[config.mk]
export PLATFORM = sky130hd
export DESIGN_NAME = hid_keyboard_report_parser
export DESIGN_NICKNAME = d
export VERILOG_FILES = /design/src/rtl/hkp_pkg.sv /design/src/rtl/hkp_byte_ram.sv /design/src/rtl/hkp_layout.sv /design/src/rtl/hkp_emitter.sv /design/src/rtl/hid_keyboard_report_parser.sv
export VERILOG_INCLUDE_DIRS = /design/src /design/src/rtl
export SDC_FILE = /design/constraint.sdc
export NUM_CORES = 1
export LEC_CHECK = 0
export BUFFER_PORTS_ARGS = -buffer_cell sky130_fd_sc_hd__buf_2
export CORE_UTILIZATION = 46
export DETAILED_ROUTE_END_ITERATION = 6
export HOLD_SLACK_MARGIN = 0.02
export MAX_ROUTING_LAYER = met4
export PLACE_DENSITY_LB_ADDON = 0.12
export REMOVE_ABC_BUFFERS = 1
export SLEW_MARGIN = 20
export SYNTH_ARGS = -nofsm -noshare
export SYNTH_HDL_FRONTEND = slang
export SYNTH_HIERARCHICAL = 1
export SYNTH_SLANG_ARGS = --single-unit
[constraint.sdc]
create_clock -name clk -period 3 [get_ports clk]
set_input_delay 0.6 -clock clk [delete_from_list [all_inputs] [get_ports clk]]
set_output_delay 0.6 -clock clk [all_outputs]
set_load 0.1 [all_outputs]
[src/rtl/hid_keyboard_report_parser_macros.svh]
// ----------------------------------------------------------------------------
// hid_keyboard_report_parser_macros
// Assertion helpers used by the emitter of the keyboard report parser.
// ----------------------------------------------------------------------------
`ifndef HID_KEYBOARD_REPORT_PARSER_MACROS_SVH
`define HID_KEYBOARD_REPORT_PARSER_MACROS_SVH

// Same-cycle implication, sampled on clk, muted during reset.
`define HKP_ASSERT_NOW(lbl, ante, cons, msg) \
	lbl: assert property (@(posedge clk) disable iff (!arst_n) (ante) |-> (cons)) \
		else $error(msg);

// Next-cycle implication, sampled on clk, muted during reset.
`define HKP_ASSERT_NEXT(lbl, ante, cons, msg) \
	lbl: assert property (@(posedge clk) disable iff (!arst_n) (ante) |=> (cons)) \
		else $error(msg);

`endif

[src/rtl/hkp_pkg.sv]
// ----------------------------------------------------------------------------
// hkp_pkg
// Types and constants shared by the keyboard report parser modules.
// ----------------------------------------------------------------------------
package hkp_pkg;

	localparam int MAX_KEYS_DEF = 6;
	localparam int BYTE_W       = 8;
	localparam int CNT_W        = 6;
	localparam int BOOT_LEN     = 8;
	localparam int ID_LEN       = 9;
	localparam int BOOT_KEYS    = 6;
	localparam int BOOT_FIRST   = 2;
	localparam int ID_FIRST     = 3;
	localparam logic [BYTE_W-1:0] COUNT_MAX = 8'hFF;

	localparam int PADDR_W = 3;
	localparam int PDATA_W = 32;
	localparam logic REG_REPORT_MODE = 1'b0;

	typedef struct packed {
		logic [BYTE_W-1:0] data_byte;
		logic              end_of_report;
	} byte_item_t;

	typedef struct packed {
		logic              accepted;
		logic              has_id;
		logic [BYTE_W-1:0] id_value;
		logic [BYTE_W-1:0] modifier_bits;
		logic [BYTE_W-1:0] key_code;
		logic [CNT_W-1:0]  pressed_count;
		logic              final_item;
	} key_item_t;

	// decoded report layout, handed from the decoder to the emitter
	typedef struct packed {
		logic              short_rpt;
		logic              has_id;
		logic [BYTE_W-1:0] id_value;
		logic [BYTE_W-1:0] mods;
		logic [1:0]        first;
		logic [CNT_W-1:0]  nkeys;
	} layout_t;

	typedef enum logic [1:0] {
		EM_IDLE,
		EM_READ,
		EM_DATA,
		EM_SUM
	} em_state_t;

endpackage

[src/rtl/hkp_byte_ram.sv]
// ----------------------------------------------------------------------------
// hkp_byte_ram
// Report byte store: one write port, one read port, registered read data.
// ----------------------------------------------------------------------------
module hkp_byte_ram
	import hkp_pkg::*;
#(
	parameter int DEPTH = MAX_KEYS_DEF + 3,
	parameter int AW    = $clog2(MAX_KEYS_DEF + 3)
) (
	input  logic              clk,
	input  logic              wr_en,
	input  logic [AW-1:0]     wr_addr,
	input  logic [BYTE_W-1:0] wr_data,
	input  logic              rd_en,
	input  logic [AW-1:0]     rd_addr,
	output logic [BYTE_W-1:0] rd_data
);

	logic [BYTE_W-1:0] mem [DEPTH];
	logic [BYTE_W-1:0] rd_data_q;

	always_ff @(posedge clk) begin
		if (wr_en) begin
			mem[wr_addr] <= wr_data;
		end
	end

	// read data holds while no read is issued
	always_ff @(posedge clk) begin
		if (rd_en) begin
			rd_data_q <= mem[rd_addr];
		end
	end

	assign rd_data = rd_data_q;

endmodule

[src/rtl/hkp_layout.sv]
// ----------------------------------------------------------------------------
// hkp_layout
// Picks modifier byte, report id and key byte window from the report head.
// ----------------------------------------------------------------------------
module hkp_layout
	import hkp_pkg::*;
#(
	parameter int MAX_KEYS = MAX_KEYS_DEF
) (
	input  logic              report_mode,
	input  logic [BYTE_W-1:0] len,
	input  logic [BYTE_W-1:0] b0,
	input  logic [BYTE_W-1:0] b1,
	input  logic [BYTE_W-1:0] b2,
	output layout_t           lay
);

	logic              id_ok;
	logic              boot;
	logic [BYTE_W-1:0] lm2;
	logic [BYTE_W-1:0] nk;

	always_comb begin
		id_ok = report_mode && (len >= BYTE_W'(ID_LEN)) && (b1 != '0) && (b2 == '0);
		boot  = !report_mode || (b1 == '0);
		lm2   = len - BYTE_W'(BOOT_FIRST);
		nk    = (lm2 > BYTE_W'(MAX_KEYS)) ? BYTE_W'(MAX_KEYS) : lm2;

		lay           = '0;
		lay.short_rpt = len < BYTE_W'(BOOT_LEN);
		if (!lay.short_rpt) begin
			if (id_ok) begin
				lay.has_id   = 1'b1;
				lay.id_value = b0;
				lay.mods     = b1;
				lay.first    = 2'(ID_FIRST);
				lay.nkeys    = CNT_W'(BOOT_KEYS);
			end else if (boot) begin
				lay.mods  = b0;
				lay.first = 2'(BOOT_FIRST);
				lay.nkeys = CNT_W'(BOOT_KEYS);
			end else begin
				lay.mods  = b0;
				lay.first = 2'(BOOT_FIRST);
				lay.nkeys = nk[CNT_W-1:0];
			end
		end
	end

endmodule

[src/rtl/hkp_emitter.sv]
// ----------------------------------------------------------------------------
// hkp_emitter
// Walks the key window of the byte store and emits key words and a summary.
// ----------------------------------------------------------------------------
module hkp_emitter
	import hkp_pkg::*;
#(
	parameter int MAX_KEYS = MAX_KEYS_DEF
) (
	input  logic                                clk,
	input  logic                                arst_n,
	input  logic                                start,
	input  layout_t                             lay,
	output logic                                rd_en,
	output logic [$clog2(MAX_KEYS + 3)-1:0]     rd_addr,
	input  logic [BYTE_W-1:0]                   rd_data,
	output logic                                busy,
	output logic                                out_valid,
	input  logic                                out_ready,
	output key_item_t                           out_data
);

`include "hid_keyboard_report_parser_macros.svh"

	localparam int AW = $clog2(MAX_KEYS + 3);

	em_state_t         state_q;
	em_state_t         state_nxt;
	layout_t           lay_q;
	logic [CNT_W-1:0]  idx_q;
	logic [CNT_W-1:0]  cnt_q;
	logic              out_valid_q;
	key_item_t         out_q;
	logic              slot_free;
	logic              last_key;
	logic              advance;
	logic              load_key;
	logic              load_sum;
	logic [BYTE_W-1:0] addr_sum;

	assign slot_free = !out_valid_q || out_ready;
	assign last_key  = (idx_q + CNT_W'(1)) == lay_q.nkeys;
	assign advance   = (rd_data == '0) || slot_free;

	always_comb begin
		state_nxt = state_q;
		case (state_q)
			EM_IDLE: begin
				if (start) begin
					state_nxt = lay.short_rpt ? EM_SUM : EM_READ;
				end
			end
			EM_READ: state_nxt = EM_DATA;
			EM_DATA: begin
				if (advance) begin
					state_nxt = last_key ? EM_SUM : EM_READ;
				end
			end
			EM_SUM: begin
				if (slot_free) begin
					state_nxt = EM_IDLE;
				end
			end
			default: state_nxt = EM_IDLE;
		endcase
	end

	always_comb begin
		addr_sum = BYTE_W'(lay_q.first) + BYTE_W'(idx_q);
		rd_addr  = addr_sum[AW-1:0];
		rd_en    = state_q == EM_READ;
		busy     = state_q != EM_IDLE;
		load_key = (state_q == EM_DATA) && (rd_data != '0) && slot_free;
		load_sum = (state_q == EM_SUM) && slot_free;
	end

	always_ff @(posedge clk or negedge arst_n) begin
		if (!arst_n) begin
			state_q     <= EM_IDLE;
			idx_q       <= '0;
			cnt_q       <= '0;
			out_valid_q <= 1'b0;
		end else begin
			state_q <= state_nxt;
			if (state_q == EM_IDLE && start) begin
				idx_q <= '0;
				cnt_q <= '0;
			end else if (state_q == EM_DATA && advance) begin
				idx_q <= idx_q + CNT_W'(1);
				if (load_key) begin
					cnt_q <= cnt_q + CNT_W'(1);
				end
			end
			if (load_key || load_sum) begin
				out_valid_q <= 1'b1;
			end else if (out_ready) begin
				out_valid_q <= 1'b0;
			end
		end
	end

	always_ff @(posedge clk) begin
		if (state_q == EM_IDLE && start) begin
			lay_q <= lay;
		end
		if (load_key) begin
			out_q.accepted      <= 1'b1;
			out_q.has_id        <= lay_q.has_id;
			out_q.id_value      <= lay_q.id_value;
			out_q.modifier_bits <= lay_q.mods;
			out_q.key_code      <= rd_data;
			out_q.pressed_count <= '0;
			out_q.final_item    <= 1'b0;
		end else if (load_sum) begin
			out_q.accepted      <= !lay_q.short_rpt;
			out_q.has_id        <= lay_q.has_id;
			out_q.id_value      <= lay_q.id_value;
			out_q.modifier_bits <= lay_q.mods;
			out_q.key_code      <= '0;
			out_q.pressed_count <= cnt_q;
			out_q.final_item    <= 1'b1;
		end
	end

	assign out_valid = out_valid_q;
	assign out_data  = out_q;

	`HKP_ASSERT_NOW(a_key_from_good_rpt, out_valid_q && !out_q.final_item, out_q.accepted, "key word from rejected report")
	`HKP_ASSERT_NOW(a_key_nonzero, out_valid_q && !out_q.final_item, out_q.key_code != '0, "zero key code emitted")
	`HKP_ASSERT_NOW(a_short_clean, out_valid_q && out_q.final_item && !out_q.accepted, (out_q.key_code == '0) && (out_q.pressed_count == '0) && !out_q.has_id, "failure word not clean")
	`HKP_ASSERT_NEXT(a_read_then_data, state_q == EM_READ, state_q == EM_DATA, "store read not followed by data step")

endmodule

[src/rtl/hid_keyboard_report_parser.sv]
// ----------------------------------------------------------------------------
// hid_keyboard_report_parser
// USB boot keyboard report parser with report id detection.
// ----------------------------------------------------------------------------
// Report bytes are taken one per cycle while the block is not busy; the first MAX_KEYS + 3 bytes
// of a report are written to the byte store as they arrive. After the last byte, input stalls
// while the key bytes are examined (6, or up to MAX_KEYS), each with a store read and a check;
// a short report goes straight to the summary word. A word held on the output prolongs the stall.
// Reset clears byte count, report_mode and control state; store contents stay
// undefined until written.
module hid_keyboard_report_parser
	import hkp_pkg::*;
#(
	parameter int MAX_KEYS = MAX_KEYS_DEF
) (
	input  logic               clk,
	input  logic               arst_n,
	input  logic               psel,
	input  logic               penable,
	input  logic               pwrite,
	input  logic [PADDR_W-1:0] paddr,
	input  logic [PDATA_W-1:0] pwdata,
	output logic [PDATA_W-1:0] prdata,
	output logic               pready,
	input  logic               byte_valid,
	output logic               byte_ready,
	input  byte_item_t         byte_item,
	output logic               key_valid,
	input  logic               key_ready,
	output key_item_t          key_item
);

	localparam int STORE_DEPTH = MAX_KEYS + 3;
	localparam int AW          = $clog2(STORE_DEPTH);

	logic              report_mode_q;
	logic [BYTE_W-1:0] count_q;
	logic [BYTE_W-1:0] count_nxt;
	logic [BYTE_W-1:0] len_q;
	logic [BYTE_W-1:0] b0_q;
	logic [BYTE_W-1:0] b1_q;
	logic [BYTE_W-1:0] b2_q;
	logic              done_q;
	logic              accept;
	logic              wr_en;
	logic              busy;
	logic              rd_en;
	logic [AW-1:0]     rd_addr;
	logic [BYTE_W-1:0] rd_data;
	layout_t           lay;

	assign pready = 1'b1;
	assign prdata = PDATA_W'(report_mode_q);

	assign byte_ready = !done_q && !busy;
	assign accept     = byte_valid && byte_ready;
	assign count_nxt  = (count_q == COUNT_MAX) ? COUNT_MAX : count_q + BYTE_W'(1);
	assign wr_en      = accept && (count_q < BYTE_W'(STORE_DEPTH));

	always_ff @(posedge clk or negedge arst_n) begin
		if (!arst_n) begin
			report_mode_q <= 1'b0;
			count_q       <= '0;
			done_q        <= 1'b0;
		end else begin
			if (psel && penable && pwrite && pready && paddr[PADDR_W-1] == REG_REPORT_MODE) begin
				report_mode_q <= pwdata[0];
			end
			done_q <= accept && byte_item.end_of_report;
			if (accept) begin
				count_q <= byte_item.end_of_report ? '0 : count_nxt;
			end
		end
	end

	// head bytes kept in flops so the layout decode sees them together
	always_ff @(posedge clk) begin
		if (accept) begin
			if (count_q == BYTE_W'(0)) begin
				b0_q <= byte_item.data_byte;
			end
			if (count_q == BYTE_W'(1)) begin
				b1_q <= byte_item.data_byte;
			end
			if (count_q == BYTE_W'(2)) begin
				b2_q <= byte_item.data_byte;
			end
			if (byte_item.end_of_report) begin
				len_q <= count_nxt;
			end
		end
	end

	hkp_byte_ram #(
		.DEPTH (STORE_DEPTH),
		.AW    (AW)
	) u_ram (
		.clk     (clk),
		.wr_en   (wr_en),
		.wr_addr (count_q[AW-1:0]),
		.wr_data (byte_item.data_byte),
		.rd_en   (rd_en),
		.rd_addr (rd_addr),
		.rd_data (rd_data)
	);

	hkp_layout #(
		.MAX_KEYS (MAX_KEYS)
	) u_layout (
		.report_mode (report_mode_q),
		.len         (len_q),
		.b0          (b0_q),
		.b1          (b1_q),
		.b2          (b2_q),
		.lay         (lay)
	);

	hkp_emitter #(
		.MAX_KEYS (MAX_KEYS)
	) u_emitter (
		.clk       (clk),
		.arst_n    (arst_n),
		.start     (done_q),
		.lay       (lay),
		.rd_en     (rd_en),
		.rd_addr   (rd_addr),
		.rd_data   (rd_data),
		.busy      (busy),
		.out_valid (key_valid),
		.out_ready (key_ready),
		.out_data  (key_item)
	);

endmodule

==> qor.yml <==
status:
  status: "completed"
clock_network:
  clkLatencyLatePin_ps: 420
  htreeDepth: 4
  cts-root-buf: "clkbuf_16"
  clkSinkCount: 196
  cts_resized: 0
  cts.clk_slew.worst_paths_ps: 60
  cts_tree: "yes"
  cts-buffers-inserted: 17
  ctsLongestPathBuffers: 2
  cts_hold_buffers: 0
  cts_setup_buffers: 0
critical_path:
  critPathCaptureType: "flop"
  path_max_fanout: 8
  worstPathArrival_ps: 2900
  crit_path_start_kind: "flop"
  cp.required_ps: 3180
  critPathKind: "reg -> reg"
  r2r_cells: 7
final_layout:
  n_antenna_cell: 0
  area_growth_pct: 10.3
  final_nets: 737
  final-seq-area_um2: 5680
  multi_input_comb_area_um2: 2520
  drive_above_1_share_pct: 20.5
  n_fill_cell: 1545
  utilization_pct: 52.6
  layout.cells.non_filler: 916
place:
  hpwl_um: 10400
  place_congestion: 0.849
  placed_cells: 885
  io_buffers: 53
pwr:
  clkPwrFrac_pct: 22.0
  pwr-share-comb_pct: 38.8
  ir_drop_v: 0.000445
  swShare_pct: 41.6
  power_density_nw_per_um2: 1040
  power_leakage_uw: 0.00363
  seqPwrFrac_pct: 39.1
  p_sw_uw: 4140
  p_int_uw: 5800
hold_path:
  hp-class: "in -> async"
synth:
  synth_area_leader_cell: "edfxtp_1"
  synth_top_cell_area_share_pct: 56.4
  syn_inst: 616
  ys_types: 72
  synth_edf_count: 163
  ys_seq_elements: 196
  synth_top_flop_cell: "edfxtp_1"
  yosys_warnings: 6
  synth_area_leaders: "edfxtp_1 (56%), dfrtp_1 (7.2%), buf_4 (3.5%)"
  ys_async_sr_fraction_pct: 12.8
  avgSynthCellArea_um2: 14.1
  synth_area_um2: 8680
  yosysSeqAreaShare_pct: 65.4
grt:
  overflow: 0
  track_usage_pct: 17.1
  first_global_vias: 4557
  antenna_found_initial: 0
  grt_max_degree: 43
  grt_pass1_wl_um: 24200
sta:
  hold_violations: 0
  max_slew_margin_pct: 54.8
  grt_setup_unrepaired: "false"
  slew_viol_final: 0
  period_share_pct: 90.5
  tightest_slew_ps: 676
  finalSetupViolations: 0
  tns_ps: 0
  timing.fmax_mhz: 368
  skew_ps: 7.58
  post-route-min-period_ps: 2720
floorplanning:
  die-area_um2: 19400
  dieHeight_um: 139
  design.core.area_um2: 18200
  row_count: 49
  ios: 119
  die_w_um: 139
  initial_utilization_pct: 47.7
run:
  drv_cap: 0
detailed_routing:
  drc: 0
  routed_via_density: 5.16
  num_vias: 4731
  drt_wl_total_um: 15300
  first_pass_iters: 4
  ant_nets: 0
  wl_per_cell_um: 16.7
  drt-initial-drc-count: 246
==> power groups by stage <==
stage | sequential, uW | clock [uW] | combinational (uW)
floorplan | 5180 | 0 | 1770
global placement | 3940 | 0 | 3830
detailed placement | 3960 | 0 | 3880
CTS | 3900 | 2240 | 3890
global route | 3950 | 2350 | 4100
finish | 3890 | 2190 | 3860
==> layout by cell type, fill, tap and decap left out, types with 8 or more instances in the layout <==
| cell | n |
|---|---|
| o22ai_1 | 8 |
| dfrtp_1 | 25 |
| o21ai_0 | 11 |
| clkbuf_16 | 17 |
| a22o_1 | 10 |
| xnor2_1 | 9 |
| conb_1 | 35 |
| nor2_1 | 38 |
| buf_4 | 20 |
| edfxtp_1 | 163 |
| inv_1 | 23 |
| dfxtp_1 | 8 |
| and2_1 | 36 |
| buf_2 | 53 |
| ha_1 | 10 |
| mux2_2 | 18 |
| nand2b_1 | 9 |
| a21oi_1 | 10 |
| mux2i_1 | 30 |
| o31ai_1 | 8 |
| nor4_1 | 9 |
| nand2_1 | 31 |
| xor2_1 | 9 |
==> sequential cells by signal, summed over array words and instances, names as in the netlist <==
name                 count
b0_q                     8
b1_q                     8
b2_q                     8
count_q                  8
done_q                   1
len_q                    8
report_mode_q            1
u_emitter/cnt_q          6
u_emitter/idx_q          6
u_emitter/lay_q         26
u_emitter/out_data      33
u_emitter/out_valid      1
u_emitter/state_q        2
u_ram/mem               72
u_ram/rd_data            8
==> cells by family after synthesis <==
logic type / share of synthesized area (%)
AOI/OAI and AO/OA: 6.66
xor gates and xnor gates: 1.82
adders and majority gates: 1.67
buffers and inverters: 7.00
DFF: 65.4
muxes: 5.79
other: 0.130
and+or+nand+nor: 11.5
==> through the flow <==
| stage | hold WS [ps] | instance area [um^2] | worst slack, ps | power [uW] |
|---|---|---|---|---|
| CTS | 199 | 9580 | 279 | 10000 |
| finish | 191 | 9580 | 284 | 9940 |
| detailed placement | 436 | 9010 | 301 | 7830 |
| floorplan | 304 | 8290 | 6.00 | 6950 |
| global route | 235 | 9580 | 134 | 10400 |
| global placement | 436 | 9010 | 347 | 7770 |
==> metal layers <==
metal / wire length, um / track usage (%) / up-vias
met1: 7090 / 21.5 / 2313
met4: 98 / 6.14 / 0
li1: - / - / 2304
met2: 7570 / 27.9 / 106
met3: 539 / 2.75 / 8
met5: 0 / - / -
==> synthesized netlist by cell type (6+ instances only) <==
| cell | instances |
|---|---|
| mux2_2 | 18 |
| o22ai_1 | 8 |
| o21ai_0 | 11 |
| buf_2 | 6 |
| edfxtp_1 | 163 |
| nand2_1 | 31 |
| a21oi_1 | 10 |
| o31ai_1 | 8 |
| a22o_1 | 10 |
| dfrtp_1 | 25 |
| buf_6 | 8 |
| mux2i_1 | 30 |
| nand2b_1 | 9 |
| xnor2_1 | 9 |
| buf_4 | 40 |
| inv_1 | 23 |
| nor4_1 | 9 |
| nor2b_1 | 6 |
| ha_1 | 10 |
| nor2_1 | 39 |
| dfxtp_1 | 8 |
| xor2_1 | 9 |
| and2_1 | 36 |
==> layout make-up <==
| class | count | share of cell area [%] |
|---|---|---|
| Timing Repair Buffer | 74 | 4.55 |
| Clock inverter | 11 | 1.33 |
| Inverter | 24 | 0.941 |
| Multi-Input combinational cell | 362 | 26.3 |
| Sequential cell | 196 | 59.3 |
| Clock buffer | 20 | 4.56 |
| Tap cell | 229 | 2.99 |
==> critical path: stages (launching register included) <==
cell and delay (ps):
dfrtp_1 480, ha_1 220, inv_1 60, fa_1 370, xnor2_1 430, nor2b_1 270
a22o_1 290, o31ai_1 360
==> path summary, 6_finish.rpt <==
kind / slack [ps] / startpoint / to
worst min-delay path: 190 / arst_n / count_q[7]
max in group asynchronous: 2390 / arst_n / u_emitter/state_q[0]
worst max register to register: 280 / u_emitter/idx_q[0] / u_ram/rd_data[2]
worst max-delay path: 280 / u_emitter/idx_q[0] / u_ram/rd_data[2]
min in group clk: 410 / pwdata[0] / report_mode_q
worst min register to register: 440 / u_emitter/out_data[0] / u_emitter/out_data[0]
Note: power is estimated with default switching activity, not from simulation.
